===== src/rtl/xpa_pkg.sv =====
// Shared types and constants of the XDS packet assembler.
// Depends on nothing; the top level, the sequencer and the checker import it.
package xpa_pkg;

   localparam int XPA_NUM_CLASSES = 7;
   localparam int XPA_MAX_PAYLOAD = 32;
   localparam int XPA_CIDX_W      = $clog2(XPA_NUM_CLASSES);

   // Control codes in header mode and word patterns in payload mode
   localparam logic [3:0] XPA_CODE_NONE = 4'h0;
   localparam logic [3:0] XPA_CODE_END  = 4'hF;
   localparam logic [3:0] XPA_NIB_CTRL  = 4'h1;
   localparam logic [7:0] XPA_END_BYTE  = 8'h8F;
   localparam logic [6:0] XPA_CHAR_MIN  = 7'h20;

   typedef enum logic [1:0] {
      XPA_ST_OK    = 2'd0,
      XPA_ST_ERROR = 2'd1,
      XPA_ST_READY = 2'd2
   } xpa_status_type;

   typedef enum logic [1:0] {
      XPA_DT_NONE     = 2'd0,
      XPA_DT_STRUCT   = 2'd1,
      XPA_DT_CHECKSUM = 2'd2,
      XPA_DT_CHARS    = 2'd3
   } xpa_detail_type;

   typedef enum logic [2:0] {
      XPA_S_IDLE,
      XPA_S_LOOK,
      XPA_S_SUM,
      XPA_S_EMIT,
      XPA_S_RESP
   } xpa_state_type;

   typedef struct packed {
      xpa_status_type status;
      xpa_detail_type detail;
      logic [3:0]     packet_class;
      logic [6:0]     packet_type;
      logic [5:0]     payload_length;
      logic [6:0]     first_char;
      logic [6:0]     second_char;
      logic           pair_valid;
      logic           last;
   } xpa_result_type;

endpackage


===== src/rtl/xds_packet_assembler.sv =====
// Top level of the XDS packet assembler: class table RAM, payload RAM,
// sequencer and result register. Uses xpa_pkg, xpa_ram and xpa_seq.
//
//   channel  direction  handshake            payload
//   req_     in         req_valid/req_stall  caption_word[15:0]
//   rsp_     out        rsp_valid/rsp_stall  status, detail, packet_class,
//                                            packet_type, payload_length,
//                                            first_char, second_char,
//                                            pair_valid, last
//
// One word is in work at a time: an ordinary word is accepted, reads the
// class table and yields a result. An end code checksums n stored pairs,
// then emits n pair words, or one word, one per cycle unless rsp_ stalls.
// The result register lets the next word in while a result waits.
// Reset is synchronous: clear control state and class valid bits, not RAMs.
// A stall on rsp_ holds the result register and pauses emission.
module xds_packet_assembler
   import xpa_pkg::*;
#(
   parameter int MAX_PAYLOAD = XPA_MAX_PAYLOAD
) (
   input  logic        clock,
   input  logic        reset,
   input  logic        req_valid,
   output logic        req_stall,
   input  logic [15:0] req_caption_word,
   output logic        rsp_valid,
   input  logic        rsp_stall,
   output logic [1:0]  rsp_status,
   output logic [1:0]  rsp_detail,
   output logic [3:0]  rsp_packet_class,
   output logic [6:0]  rsp_packet_type,
   output logic [5:0]  rsp_payload_length,
   output logic [6:0]  rsp_first_char,
   output logic [6:0]  rsp_second_char,
   output logic        rsp_pair_valid,
   output logic        rsp_last
);

   localparam int PAIRS   = MAX_PAYLOAD / 2;
   localparam int PAIR_W  = $clog2(PAIRS + 1);
   localparam int CLS_W   = 4 + 7 + PAIR_W;
   localparam int PDEPTH  = XPA_NUM_CLASSES * PAIRS;
   localparam int PADDR_W = $clog2(PDEPTH);

   // Class table: start code, type code, stored pair count per class
   logic                  cls_we;
   logic [XPA_CIDX_W-1:0] cls_waddr;
   logic [CLS_W-1:0]      cls_wdata;
   logic                  cls_re;
   logic [XPA_CIDX_W-1:0] cls_raddr;
   logic [CLS_W-1:0]      cls_rdata;

   // Payload store: one entry holds a character pair
   logic                  pair_we;
   logic [PADDR_W-1:0]    pair_waddr;
   logic [13:0]           pair_wdata;
   logic                  pair_re;
   logic [PADDR_W-1:0]    pair_raddr;
   logic [13:0]           pair_rdata;

   logic                  res_ready;
   logic                  res_load;
   xpa_result_type        res;

   logic                  rsp_valid_ff;
   xpa_result_type        rsp_word_ff;

   xpa_ram #(
      .WIDTH (CLS_W),
      .DEPTH (XPA_NUM_CLASSES)
   ) u_cls_ram (
      .clock (clock),
      .we    (cls_we),
      .waddr (cls_waddr),
      .wdata (cls_wdata),
      .re    (cls_re),
      .raddr (cls_raddr),
      .rdata (cls_rdata)
   );

   xpa_ram #(
      .WIDTH (14),
      .DEPTH (PDEPTH)
   ) u_pair_ram (
      .clock (clock),
      .we    (pair_we),
      .waddr (pair_waddr),
      .wdata (pair_wdata),
      .re    (pair_re),
      .raddr (pair_raddr),
      .rdata (pair_rdata)
   );

   xpa_seq #(
      .MAX_PAYLOAD (MAX_PAYLOAD)
   ) u_seq (
      .clock            (clock),
      .reset            (reset),
      .req_valid        (req_valid),
      .req_stall        (req_stall),
      .req_caption_word (req_caption_word),
      .res_ready        (res_ready),
      .res_load         (res_load),
      .res              (res),
      .cls_we           (cls_we),
      .cls_waddr        (cls_waddr),
      .cls_wdata        (cls_wdata),
      .cls_re           (cls_re),
      .cls_raddr        (cls_raddr),
      .cls_rdata        (cls_rdata),
      .pair_we          (pair_we),
      .pair_waddr       (pair_waddr),
      .pair_wdata       (pair_wdata),
      .pair_re          (pair_re),
      .pair_raddr       (pair_raddr),
      .pair_rdata       (pair_rdata)
   );

   // Take a new result when the register is empty or its word leaves now
   assign res_ready = !rsp_valid_ff || !rsp_stall;

   always_ff @(posedge clock) begin
      if (reset) begin
         rsp_valid_ff <= 1'b0;
      end else if (res_load) begin
         rsp_valid_ff <= 1'b1;
      end else if (!rsp_stall) begin
         rsp_valid_ff <= 1'b0;
      end
      // hold the word while stalled, load only on a fresh result
      if (res_load) begin
         rsp_word_ff <= res;
      end
   end

   assign rsp_valid          = rsp_valid_ff;
   assign rsp_status         = rsp_word_ff.status;
   assign rsp_detail         = rsp_word_ff.detail;
   assign rsp_packet_class   = rsp_word_ff.packet_class;
   assign rsp_packet_type    = rsp_word_ff.packet_type;
   assign rsp_payload_length = rsp_word_ff.payload_length;
   assign rsp_first_char     = rsp_word_ff.first_char;
   assign rsp_second_char    = rsp_word_ff.second_char;
   assign rsp_pair_valid     = rsp_word_ff.pair_valid;
   assign rsp_last           = rsp_word_ff.last;

endmodule


===== src/rtl/xpa_ram.sv =====
// Generic single-write, single-read RAM with registered read data.
// Depends on nothing.
module xpa_ram #(
   parameter int WIDTH = 8,
   parameter int DEPTH = 8
) (
   input  logic                     clock,
   input  logic                     we,
   input  logic [$clog2(DEPTH)-1:0] waddr,
   input  logic [WIDTH-1:0]         wdata,
   input  logic                     re,
   input  logic [$clog2(DEPTH)-1:0] raddr,
   output logic [WIDTH-1:0]         rdata
);

   logic [WIDTH-1:0] mem_ff [DEPTH];
   logic [WIDTH-1:0] rdata_ff;

   always_ff @(posedge clock) begin
      if (we) begin
         mem_ff[waddr] <= wdata;
      end
      if (re) begin
         rdata_ff <= mem_ff[raddr];
      end
   end

   assign rdata = rdata_ff;

endmodule


===== src/rtl/xpa_seq.sv =====
// Sequencer of the XDS packet assembler: decodes words, updates the class
// table and payload RAMs, runs the checksum and emits packets. Uses xpa_pkg.
module xpa_seq
   import xpa_pkg::*;
#(
   parameter  int MAX_PAYLOAD = XPA_MAX_PAYLOAD,
   localparam int PAIRS       = MAX_PAYLOAD / 2,
   localparam int PAIR_W      = $clog2(PAIRS + 1),
   localparam int CLS_W       = 4 + 7 + PAIR_W,
   localparam int PADDR_W     = $clog2(XPA_NUM_CLASSES * PAIRS)
) (
   input  logic                  clock,
   input  logic                  reset,
   input  logic                  req_valid,
   output logic                  req_stall,
   input  logic [15:0]           req_caption_word,
   input  logic                  res_ready,
   output logic                  res_load,
   output xpa_result_type        res,
   output logic                  cls_we,
   output logic [XPA_CIDX_W-1:0] cls_waddr,
   output logic [CLS_W-1:0]      cls_wdata,
   output logic                  cls_re,
   output logic [XPA_CIDX_W-1:0] cls_raddr,
   input  logic [CLS_W-1:0]      cls_rdata,
   output logic                  pair_we,
   output logic [PADDR_W-1:0]    pair_waddr,
   output logic [13:0]           pair_wdata,
   output logic                  pair_re,
   output logic [PADDR_W-1:0]    pair_raddr,
   input  logic [13:0]           pair_rdata
);

   localparam logic [XPA_CIDX_W-1:0] LAST_CIDX = XPA_CIDX_W'(XPA_NUM_CLASSES);

   function automatic logic type_ok(input logic [3:0] code, input logic [6:0] t);
      logic ok;
      ok = 1'b0;
      unique case (code) inside
         4'h1, 4'h3: ok = (t <= 7'h17);
         4'h5:       ok = (t <= 7'h04);
         4'h7:       ok = (t <= 7'h04) || ((t >= 7'h40) && (t <= 7'h43));
         4'h9:       ok = (t <= 7'h02);
         4'hB, 4'hD: ok = 1'b1;
         default:    ok = 1'b0;
      endcase
      return ok && (t != 7'h00);
   endfunction

   function automatic xpa_result_type single(input xpa_status_type st,
                                             input xpa_detail_type dt);
      xpa_result_type r;
      r        = '0;
      r.status = st;
      r.detail = dt;
      r.last   = 1'b1;
      return r;
   endfunction

   xpa_state_type            state_ff, state_in;
   logic [15:0]              word_ff, word_in;
   logic                     in_payload_ff, in_payload_in;
   logic [XPA_CIDX_W-1:0]    active_ff, active_in;
   logic [XPA_CIDX_W-1:0]    cidx_ff, cidx_in;
   logic [6:0]               sum_ff, sum_in;
   logic [PAIR_W-1:0]        k_ff, k_in;
   logic [PAIR_W-1:0]        n_ff, n_in;
   logic [3:0]               start_ff, start_in;
   logic [6:0]               type_ff, type_in;
   xpa_result_type           pend_ff, pend_in;
   logic [XPA_NUM_CLASSES-1:0] cls_valid_ff;

   logic [3:0]               req_code;
   logic [XPA_CIDX_W-1:0]    req_cidx;
   logic                     cls_hit;
   logic [3:0]               r_start;
   logic [6:0]               r_type;
   logic [PAIR_W-1:0]        r_pairs;
   logic [3:0]               h_code;
   logic [6:0]               c1, c2;
   logic                     chars_ok;
   logic [PADDR_W-1:0]       pbase;
   logic [PAIR_W-1:0]        k_next;

   // Table index of the incoming word: header code, or the active class
   assign req_code = req_caption_word[11:8];
   assign req_cidx = in_payload_ff ? active_ff :
                     (req_code[0] ? req_code[3:1] : req_code[3:1] - 1'b1);

   // Entries never written read as the reset value, all zero
   assign cls_hit = (cidx_ff < LAST_CIDX) ? cls_valid_ff[cidx_ff] : 1'b0;
   assign r_start = cls_hit ? cls_rdata[CLS_W-1 -: 4] : 4'h0;
   assign r_type  = cls_hit ? cls_rdata[PAIR_W +: 7] : 7'h00;
   assign r_pairs = cls_hit ? cls_rdata[PAIR_W-1:0] : '0;

   assign h_code   = word_ff[11:8];
   assign c1       = word_ff[14:8];
   assign c2       = word_ff[6:0];
   assign chars_ok = ((c1 == 7'h00) || (c1 >= XPA_CHAR_MIN)) &&
                     ((c2 == 7'h00) || (c2 >= XPA_CHAR_MIN));
   assign pbase    = PADDR_W'(active_ff * PAIRS);
   assign k_next   = k_ff + PAIR_W'(1);

   always_ff @(posedge clock) begin
      if (reset) begin
         state_ff      <= XPA_S_IDLE;
         in_payload_ff <= 1'b0;
         active_ff     <= '0;
         cls_valid_ff  <= '0;
      end else begin
         state_ff      <= state_in;
         in_payload_ff <= in_payload_in;
         active_ff     <= active_in;
         if (cls_we) begin
            cls_valid_ff[cls_waddr] <= 1'b1;
         end
      end
      word_ff  <= word_in;
      cidx_ff  <= cidx_in;
      sum_ff   <= sum_in;
      k_ff     <= k_in;
      n_ff     <= n_in;
      start_ff <= start_in;
      type_ff  <= type_in;
      pend_ff  <= pend_in;
   end

   always_comb begin
      state_in      = state_ff;
      word_in       = word_ff;
      in_payload_in = in_payload_ff;
      active_in     = active_ff;
      cidx_in       = cidx_ff;
      sum_in        = sum_ff;
      k_in          = k_ff;
      n_in          = n_ff;
      start_in      = start_ff;
      type_in       = type_ff;
      pend_in       = pend_ff;
      req_stall     = 1'b1;
      res_load      = 1'b0;
      res           = pend_ff;
      cls_we        = 1'b0;
      cls_waddr     = cidx_ff;
      cls_wdata     = {r_start, r_type, PAIR_W'(r_pairs + 1'b1)};
      cls_re        = 1'b0;
      cls_raddr     = req_cidx;
      pair_we       = 1'b0;
      pair_waddr    = pbase + PADDR_W'(r_pairs);
      pair_wdata    = {c1, c2};
      pair_re       = 1'b0;
      pair_raddr    = pbase + PADDR_W'(k_next);

      unique case (state_ff)
         XPA_S_IDLE: begin
            req_stall = 1'b0;
            if (req_valid) begin
               word_in  = req_caption_word;
               cidx_in  = req_cidx;
               cls_re   = (req_cidx < LAST_CIDX);
               state_in = XPA_S_LOOK;
            end
         end

         XPA_S_LOOK: begin
            state_in = XPA_S_RESP;
            pend_in  = single(XPA_ST_OK, XPA_DT_NONE);
            if (!in_payload_ff) begin
               if ((h_code == XPA_CODE_NONE) || (h_code == XPA_CODE_END)) begin
                  pend_in = single(XPA_ST_ERROR, XPA_DT_STRUCT);
               end else begin
                  in_payload_in = 1'b1;
                  if (h_code[0]) begin
                     // restart the class; a bad type leaves type zero
                     cls_we = 1'b1;
                     if (type_ok(h_code, word_ff[6:0])) begin
                        cls_wdata = {h_code, word_ff[6:0], PAIR_W'(0)};
                        active_in = cidx_ff;
                     end else begin
                        cls_wdata = {h_code, 7'h00, PAIR_W'(0)};
                        pend_in   = single(XPA_ST_ERROR, XPA_DT_STRUCT);
                     end
                  end else if (r_start != h_code - 4'h1) begin
                     pend_in = single(XPA_ST_ERROR, XPA_DT_STRUCT);
                  end else begin
                     active_in = cidx_ff;
                  end
               end
            end else if (word_ff[15:12] == XPA_NIB_CTRL) begin
               in_payload_in = 1'b0;
            end else if (active_ff >= LAST_CIDX) begin
               pend_in = single(XPA_ST_ERROR, XPA_DT_NONE);
            end else if (word_ff[15:8] == XPA_END_BYTE) begin
               in_payload_in = 1'b0;
               sum_in        = 7'({3'b000, r_start} + r_type + 7'h0F);
               start_in      = r_start;
               type_in       = r_type;
               n_in          = r_pairs;
               k_in          = '0;
               pair_re       = (r_pairs != '0);
               pair_raddr    = pbase;
               state_in      = XPA_S_SUM;
            end else if (!chars_ok) begin
               pend_in = single(XPA_ST_ERROR, XPA_DT_CHARS);
            end else if (r_pairs == PAIR_W'(PAIRS)) begin
               pend_in = single(XPA_ST_ERROR, XPA_DT_STRUCT);
            end else begin
               pair_we   = 1'b1;
               cls_we    = 1'b1;
               cls_waddr = active_ff;
            end
         end

         XPA_S_SUM: begin
            if (k_ff == n_ff) begin
               if (7'(sum_ff + word_ff[6:0]) != 7'h00) begin
                  pend_in  = single(XPA_ST_ERROR, XPA_DT_CHECKSUM);
                  state_in = XPA_S_RESP;
               end else if (n_ff == '0) begin
                  pend_in              = single(XPA_ST_READY, XPA_DT_NONE);
                  pend_in.packet_class = start_ff;
                  pend_in.packet_type  = type_ff;
                  state_in             = XPA_S_RESP;
               end else begin
                  k_in       = '0;
                  pair_re    = 1'b1;
                  pair_raddr = pbase;
                  state_in   = XPA_S_EMIT;
               end
            end else begin
               sum_in  = 7'(sum_ff + pair_rdata[13:7] + pair_rdata[6:0]);
               k_in    = k_next;
               pair_re = (k_next != n_ff);
            end
         end

         XPA_S_EMIT: begin
            res.status         = XPA_ST_READY;
            res.detail         = XPA_DT_NONE;
            res.packet_class   = start_ff;
            res.packet_type    = type_ff;
            res.payload_length = 6'({n_ff, 1'b0});
            res.first_char     = pair_rdata[13:7];
            res.second_char    = pair_rdata[6:0];
            res.pair_valid     = 1'b1;
            res.last           = (k_next == n_ff);
            if (res_ready) begin
               res_load = 1'b1;
               if (k_next == n_ff) begin
                  state_in = XPA_S_IDLE;
               end else begin
                  pair_re = 1'b1;
                  k_in    = k_next;
               end
            end
         end

         XPA_S_RESP: begin
            if (res_ready) begin
               res_load = 1'b1;
               state_in = XPA_S_IDLE;
            end
         end

         default: begin
            state_in = XPA_S_IDLE;
         end
      endcase
   end

endmodule


===== config.mk =====
export PLATFORM = sky130hd
export DESIGN_NAME = xds_packet_assembler
export DESIGN_NICKNAME = d
export VERILOG_FILES = /design/src/rtl/xpa_pkg.sv /design/src/rtl/xds_packet_assembler.sv /design/src/rtl/xpa_ram.sv /design/src/rtl/xpa_seq.sv
export SDC_FILE = /design/constraint.sdc
export NUM_CORES = 2
export LEC_CHECK = 0
export ABC_CLOCK_PERIOD_IN_PS = 8300
export BUFFER_PORTS_ARGS = -buffer_cell sky130_fd_sc_hd__buf_2
export CELL_PAD_IN_SITES_DETAIL_PLACEMENT = 0
export CELL_PAD_IN_SITES_GLOBAL_PLACEMENT = 1
export CORE_MARGIN = 10
export CORE_UTILIZATION = 40
export CTS_CLUSTER_SIZE = 30
export DETAILED_ROUTE_END_ITERATION = 10
export MAX_ROUTING_LAYER = met4
export PLACE_DENSITY_LB_ADDON = 0.1
export SKIP_CTS_REPAIR_TIMING = 1
export SLEW_MARGIN = 20
export SYNTH_ARGS = -nofsm -noshare
export SYNTH_HDL_FRONTEND = slang
export SYNTH_HIERARCHICAL = 1
export SYNTH_SLANG_ARGS = --single-unit

===== constraint.sdc =====
create_clock -name clock -period 8.3 [get_ports clock]
set_input_delay 1.245 -clock clock [delete_from_list [all_inputs] [get_ports clock]]
set_output_delay 1.245 -clock clock [all_outputs]
set_load 0.01 [all_outputs]

* Word level (Yosys, flattened, before mapping)
Memory sizes are Yosys's and may differ from the RTL's. A register that Yosys moved wholly into a read port is not among the register bits. Cells that the tools add are included.
Storage, ports and cells: register bits after elaboration 136, RAM bits 1680, input port bits 20, output and inout bits 39, word-level logic and storage cells 247, memories 2
Operators by class: $add $sub $neg 11, order comparisons 13, equality and inequality tests 36, muxes and demuxes 118, bitwise operators 5, reductions and logical operators 31
Memory list:
- u_pair_ram.mem_ff | depth 112, bits a word 14, read ports 1, clocked after memory_dff 1, write ports 1, line xpa_ram.sv:16 | logic [WIDTH-1:0] mem_ff [DEPTH];
- u_cls_ram.mem_ff | depth 7, bits a word 16, read ports 1, clocked after memory_dff 1, write ports 1, line xpa_ram.sv:16
Operators by type and width (number):
- 37-bit two-way mux | 10
- 36-bit two-way mux | 3
- 7-bit two-way mux | 13
- 37-bit one-hot mux with 2 select lines | 1
- 3-bit two-way mux | 23
- 16-bit two-way mux | 4
- 5-bit two-way mux | 10
- 1-bit two-way mux | 43
- 33-bit two-way mux | 1
- 7-bit one-hot mux with 2 select lines | 2
- 7-bit adder | 3
- 4-bit == test, second input constant | 4
- 2-bit != test, second input constant | 8
- 3-bit one-hot mux with 5 select lines | 1
- 5-bit one-hot mux with 3 select lines | 1
- 5-bit AND reduction | 3
- 7-bit by 5-bit adder with 7-bit output | 2
- 7-bit by 6-bit greater-or-equal comparator with 1-bit output, second input constant | 2
- 7-bit zero test | 2
- 7-bit nonzero test | 2
- 12-bit two-way mux | 1
- 2-bit by 1-bit != test with 1-bit output, second input constant | 6
- 5-bit by 1-bit adder with 5-bit output, second input constant | 2
- 5-bit == test | 2
- other kinds (46) | 65

* Logic depth before layout (Yosys ltp)
depth after elaboration 17, gate-level depth with buffers 21, mapped depth without buffers 15

* Cells and area by module
The synthesis kept the hierarchy.
Modules (own cells, without submodules):
- xpa_ram at u_pair_ram | instances 1, cells an instance 2817, area an instance 60933.4 um2, sequential area each 47505.6 um2
- xpa_seq | instances 1, cells an instance 596, area an instance 5437.7 um2, sequential area each 2112.0 um2
- xpa_ram at u_cls_ram | instances 1, cells an instance 253, area an instance 5051.1 um2, sequential area each 3843.7 um2
- xds_packet_assembler | instances 1, cells an instance 41, area an instance 1143.6 um2, sequential area each 1131.1 um2

* Worst setup path before layout
Ideal clock, no wire load.
path kind flip-flop to flip-flop, start reg u_seq.cidx_ff[1], end mem u_pair_ram.mem_ff[128][0], in the netlist u_pair_ram/mem_ff[64][0], enable pin, library setup time 0.421 ns, arrival time 4.542 ns, required time 7.879 ns, slack 3.337 ns, cell stages (with the launch flop) 13, buffers on the path 3, period minus slack after synthesis 4.963 ns, cell sequence edfxtp_1 -> buf_6 -> mux2_1 -> mux4_2 -> clkbuf_1 -> clkbuf_1 -> and2_1 -> ha_1 -> ha_1 -> xor2_1 -> nor2b_1 -> nand3_1 -> nor4_1
On the way: elaborated cells between the ends (all ways) 16, classes of those cells 1 x add/sub; 1 x order compare; 1 x eq/ne; 13 x mux
RTL lines:
- start: declaration | line xpa_seq.sv:64 | logic [XPA_CIDX_W-1:0] cidx_ff, cidx_in;
- start signal: assignment | line xpa_seq.sv:119 | cidx_ff <= cidx_in;
- 1-bit binary-select mux with 3-bit select | line xpa_seq.sv:91 | assign cls_hit = (cidx_ff < LAST_CIDX) ? cls_valid_ff[cidx_ff] : 1'b0;
- 1-bit two-way mux (implied by the code) | line xpa_seq.sv:91
- 1-bit two-way mux (*) | line xpa_seq.sv:91
- 5-bit two-way mux (*) | line xpa_seq.sv:94 | assign r_pairs = cls_hit ? cls_rdata[PAIR_W-1:0] : '0;
- net u_seq.r_pairs[4] | line xpa_seq.sv:78 | logic [PAIR_W-1:0] r_pairs;
- 7-bit by 5-bit adder with 7-bit output (*) | line xpa_seq.sv:149 | pair_waddr = pbase + PADDR_W'(r_pairs);
- net pair_waddr[6] | line xds_packet_assembler.sv:56 | logic [PADDR_W-1:0] pair_waddr;
- end: declaration | line xpa_ram.sv:16
The timed path passes the listed nets; every way through them passes the cells marked *. The select of a mux whose other input is x is not followed.

* Worst setup path in the final report
start reg u_seq.word_ff[1], end reg u_pair_ram.rdata_ff[13], in the netlist u_pair_ram/rdata[13] (read register of u_pair_ram.mem_ff), data pin
On the way: word-level cells in the longest chain between the ends 5, elaborated cells between the ends (all ways) 8, classes of those cells 1 x add/sub; 6 x mux; 1 x reduce/logical
RTL lines:
- start: declaration | line xpa_seq.sv:61 | logic [15:0] word_ff, word_in;
- start signal: assignment | line xpa_seq.sv:118 | word_ff <= word_in;
- 7-bit adder | line xpa_seq.sv:216 | if (7'(sum_ff + word_ff[6:0]) != 7'h00) begin
- 7-bit nonzero test | line xpa_seq.sv:216
- 7-bit two-way mux | line xpa_seq.sv:216
- 7-bit two-way mux | line xpa_seq.sv:215 | if (k_ff == n_ff) begin
- 7-bit one-hot mux with 2 select lines | line xpa_seq.sv:154 | unique case (state_ff)
- net pair_raddr[0] | line xds_packet_assembler.sv:59 | logic [PADDR_W-1:0] pair_raddr;
- end: declaration | line xpa_ram.sv:17 | logic [WIDTH-1:0] rdata_ff;
The timed path passes the listed nets, and every way through them passes these cells. A chain may end at the register's enable or synchronous reset.

==> out/results.tsv <==
stage	metric	value	unit
pwr	Final Total Pwr	0.0192	W
cells_and_area	Reg area	54600	sq um
cells_and_area	Layout area overhead	13.8	%
sta	RSZ-0062 raised after global routing	false	
sta	Fmax achieved	151	MHz
clock_network	clk slew on worst S/H paths	0.06	ns
drt	DR vias	36481	
floorplanning	Initial Utilization	0.402	
worst_hold_path	Tightest Hold Check Type	flop to flop	
run	Max-cap violations	0	
sta	Clock Skew	0.0333	ns
cells_and_area	area of the multi-input gates	16800	sq um
worst_setup_path	Worst Setup End Kind	flop	
placed_design	IO Port Bufs	57	
worst_setup_path	WP data required	8.86	ns
yosys	Mean Syn Cell Area	19.6	sq um
status	status	complete, no violations	
drt	violation count after the first detailed-route iteration	3432	
yosys	Post-synth ARST share	0	
yosys	Post-Syn Nets	3767	
clock_network	Clock Sinks	1823	
grt	largest net degree at the start of global routing	93	
sta	Tmin final	6.63	ns
floorplanning	IO Count	59	
grt	first-pass GRT wire length	281	mm
drt	vias per inst	5.62	
grt	vias in the first global route	36861	
placed_design	Final HPWL DP	123	mm
drt	final WL	196	mm
sta	final hold vios	0	
pwr	power per cell area	233	nW/um^2
cells_and_area	fill count	15356	
drt	wire length on met2	94.6	mm
floorplanning	core area	181000	sq um
clock_network	Clock Latency Late Sink	0.83	ns
yosys	register area share after synthesis	0.752	
sta	count of pins over their slew limit	0	
clock_network	cts bufs inserted	195	
drt	drt drc	0	
yosys	YS warnings	6	
yosys	post-synth top area cell	edfxtp_1	
sta	max_slew headroom	0.215	
yosys	Synth Instances	3707	
grt	gr usage total	0.202	
drt	highest metal used	met4	
grt	grt ovf	0	
drt	met3 wire length	9.82	mm
yosys	Cell variety after synth	87	
yosys	largest cells by area after synthesis	edfxtp_1, mux4_2, mux2i_1	
worst_setup_path	Startpoint Class	flop	
floorplanning	die height	446	um
grt	initial antenna violation count	10	
yosys	Synth Flop Type	edfxtp_1	
yosys	Post-synth EDFFs	1808	
worst_setup_path	critical path class	flop to flop	
clock_network	Longest Clk Path Bufs	3	
clock_network	CTS tree	yes	
worst_setup_path	worst-path maximum fanout	46	
worst_setup_path	Critical Path AT	7.18	ns
drt	post-route ant nets	0	
cells_and_area	share of cells above drive strength 1	0.229	
yosys	synthesized area	72600	sq um
yosys	#FFs+latches synth	1823	
floorplanning	die area	199000	sq um
clock_network	CTS H-tree lvls	4	
clock_network	CTS root buffer	clkbuf_16	
drt	Initial DRT Pass Iterations	5	
pwr	peak supply drop	163	uV
floorplanning	die width	446	um
yosys	share of the synthesized area in the top cell type	0.748	
sta	setup TNS	0	ns
sta	fin crit share	0.798	
sta	# setup viols final	0	
floorplanning	row count	156	
sta	worst-margin pin slew	1.17	ns
placed_design	gpl congestion	0.815	
drt	wl on met1	86.8	mm
cells_and_area	Layout Nets	4017	
drt	Avg WL per Cell	30.2	um
pwr	P_leak	25.9	nW
cells in the mapped netlist (all sizes together) (16+ instances only):
| cell | instances |
|---|---|
| mux2i | 193 |
| nand2b | 33 |
| edfxtp | 1808 |
| and3 | 23 |
| o211ai | 18 |
| a221oi | 23 |
| mux2 | 27 |
| o22ai | 21 |
| a22oi | 82 |
| xnor2 | 18 |
| a22o | 23 |
| inv | 50 |
| a21oi | 56 |
| clkbuf | 89 |
| nor2b | 44 |
| nor2 | 178 |
| nand3 | 52 |
| o21ai | 42 |
| nor3 | 21 |
| nand2 | 154 |
| buf | 127 |
| mux4 | 331 |
| ha | 31 |
| a31oi | 16 |
| and2 | 27 |
| xor2 | 16 |
| o221ai | 36 |
area by class of cell:
class	count	share of cell area
sequential	1823	0.661
multi-input combinational	1617	0.203
clock buffer	248	0.0620
tap	2370	0.0359
timing repair buffer	269	0.0246
clock inverter	107	0.0110
inverter	51	0.00232
antenna	7	0.000212
worst max-delay path, stage by stage, from the launching register on:
cell and delay, ns:
edfxtp_1 0.35, buf_4 0.44, inv_1 0.13, fa_1 0.47, nor2b_1 0.23, o21a_1 0.16
o21ai_0 0.08, a211o_1 0.33, nand4_1 0.12, o31ai_1 0.11, buf_4 0.19, nor2_4 0.79
buf_12 0.34, mux4_2 0.53, a22o_1 0.29, a221oi_1 0.63, o22ai_1 0.46, or4_1 0.64
report_power, final:
part | switching, W | internal [W]
clock network | 0.00355 | 0.00475
registers | 0.0000330 | 0.0103
logic | 0.000488 | 0.000151
state kept, by name (all words and copies together), names as in the netlist, 6 cells and up:
name                flops
u_seq/cls_valid_ff      7
u_cls_ram/mem_ff      112
u_pair_ram/mem_ff    1568
u_pair_ram/rdata       14
u_cls_ram/rdata        16
rsp_second_char         7
rsp_payload_length      6
rsp_first_char          7
u_seq/word_ff          15
u_seq/pend_ff          15
u_seq/sum_ff            7
u_seq/type_ff           7
rsp_packet_type         7
final timing paths:
kind                                                    startpoint                                  to  slack, ns  cells after the start
worst max-delay path                    u_seq/word_ff[1]$_DFFE_PP_      u_pair_ram/rdata[13]$_DFFE_PP_       1.67                     17
worst min-delay path            u_seq/cls_valid_ff[0]$_SDFFE_PP0P_  u_seq/cls_valid_ff[0]$_SDFFE_PP0P_       0.47                      2
worst max register to register          u_seq/word_ff[1]$_DFFE_PP_      u_pair_ram/rdata[13]$_DFFE_PP_       1.67                     17
worst min register to register  u_seq/cls_valid_ff[0]$_SDFFE_PP0P_  u_seq/cls_valid_ff[0]$_SDFFE_PP0P_       0.47                      2
cells by family (layout without fill, tap and decap cells):
group / count (synthesis) / after routing / share of synthesized area
other cells: 1 / 8 / 0.0000517
fa+ha+maj: 40 / 40 / 0.00783
compound gates: 408 / 408 / 0.0424
simple gates: 583 / 583 / 0.0385
buf+inv: 267 / 675 / 0.0197
xor+xnor: 34 / 34 / 0.00410
flops: 1823 / 1823 / 0.752
mux: 551 / 551 / 0.135
routing by layer:
| layer | vias up | global-route usage |
|---|---|---|
| met3 | 263 | 0.0319 |
| met1 | 19534 | 0.276 |
| met2 | 978 | 0.316 |
| met4 | 0 | 0.0545 |
| met5 | - | - |
| li1 | 15706 | - |
cell usage in the layout (no fill, tap or decap), types with 10 or more instances in the layout:
cell type,netlist,final
xor2_1,16,16
nand2_1,153,153
buf_12,3,11
clkbuf_1,88,51
nand3_1,52,52
buf_4,48,198
xnor2_1,18,17
and2_1,27,27
and3_1,23,23
a221oi_1,22,22
clkinv_1,1,50
mux2_4,13,13
clkbuf_16,0,197
ha_1,31,31
a211oi_1,15,15
o31ai_1,13,13
mux2_2,11,11
o211ai_2,10,10
o22ai_1,20,20
a31oi_1,16,15
dfxtp_1,15,15
o21ai_0,32,29
mux4_2,313,313
a22o_1,23,23
clkinv_2,0,31
mux2i_1,193,193
nor2b_1,44,43
nor2_1,178,152
a21oi_1,55,55
nor2_2,0,22
nand2b_1,33,32
inv_1,47,47
bufinv_16,0,13
edfxtp_1,1808,1808
mux4_1,18,18
nor3_1,20,14
o221ai_1,26,26
a22oi_1,82,82
o221ai_2,10,10
buf_2,45,59
per-stage QoR:
step | setup slack (ns) | instance area [sq um] | hold WS (ns) | util | cells
floorplan | 3.34 | 72600 | 0.429 | - | 3707
global placement | 1.78 | 76500 | 0.451 | 0.424 | 6127
detailed placement | 1.75 | 76500 | 0.457 | 0.424 | 6129
CTS | 1.70 | 82600 | 0.474 | 0.457 | 6484
global route | 1.33 | 82600 | 0.494 | 0.457 | 6488
finish | 1.67 | 82600 | 0.473 | 0.457 | 6492
Power figures use the tool's default switching activity.
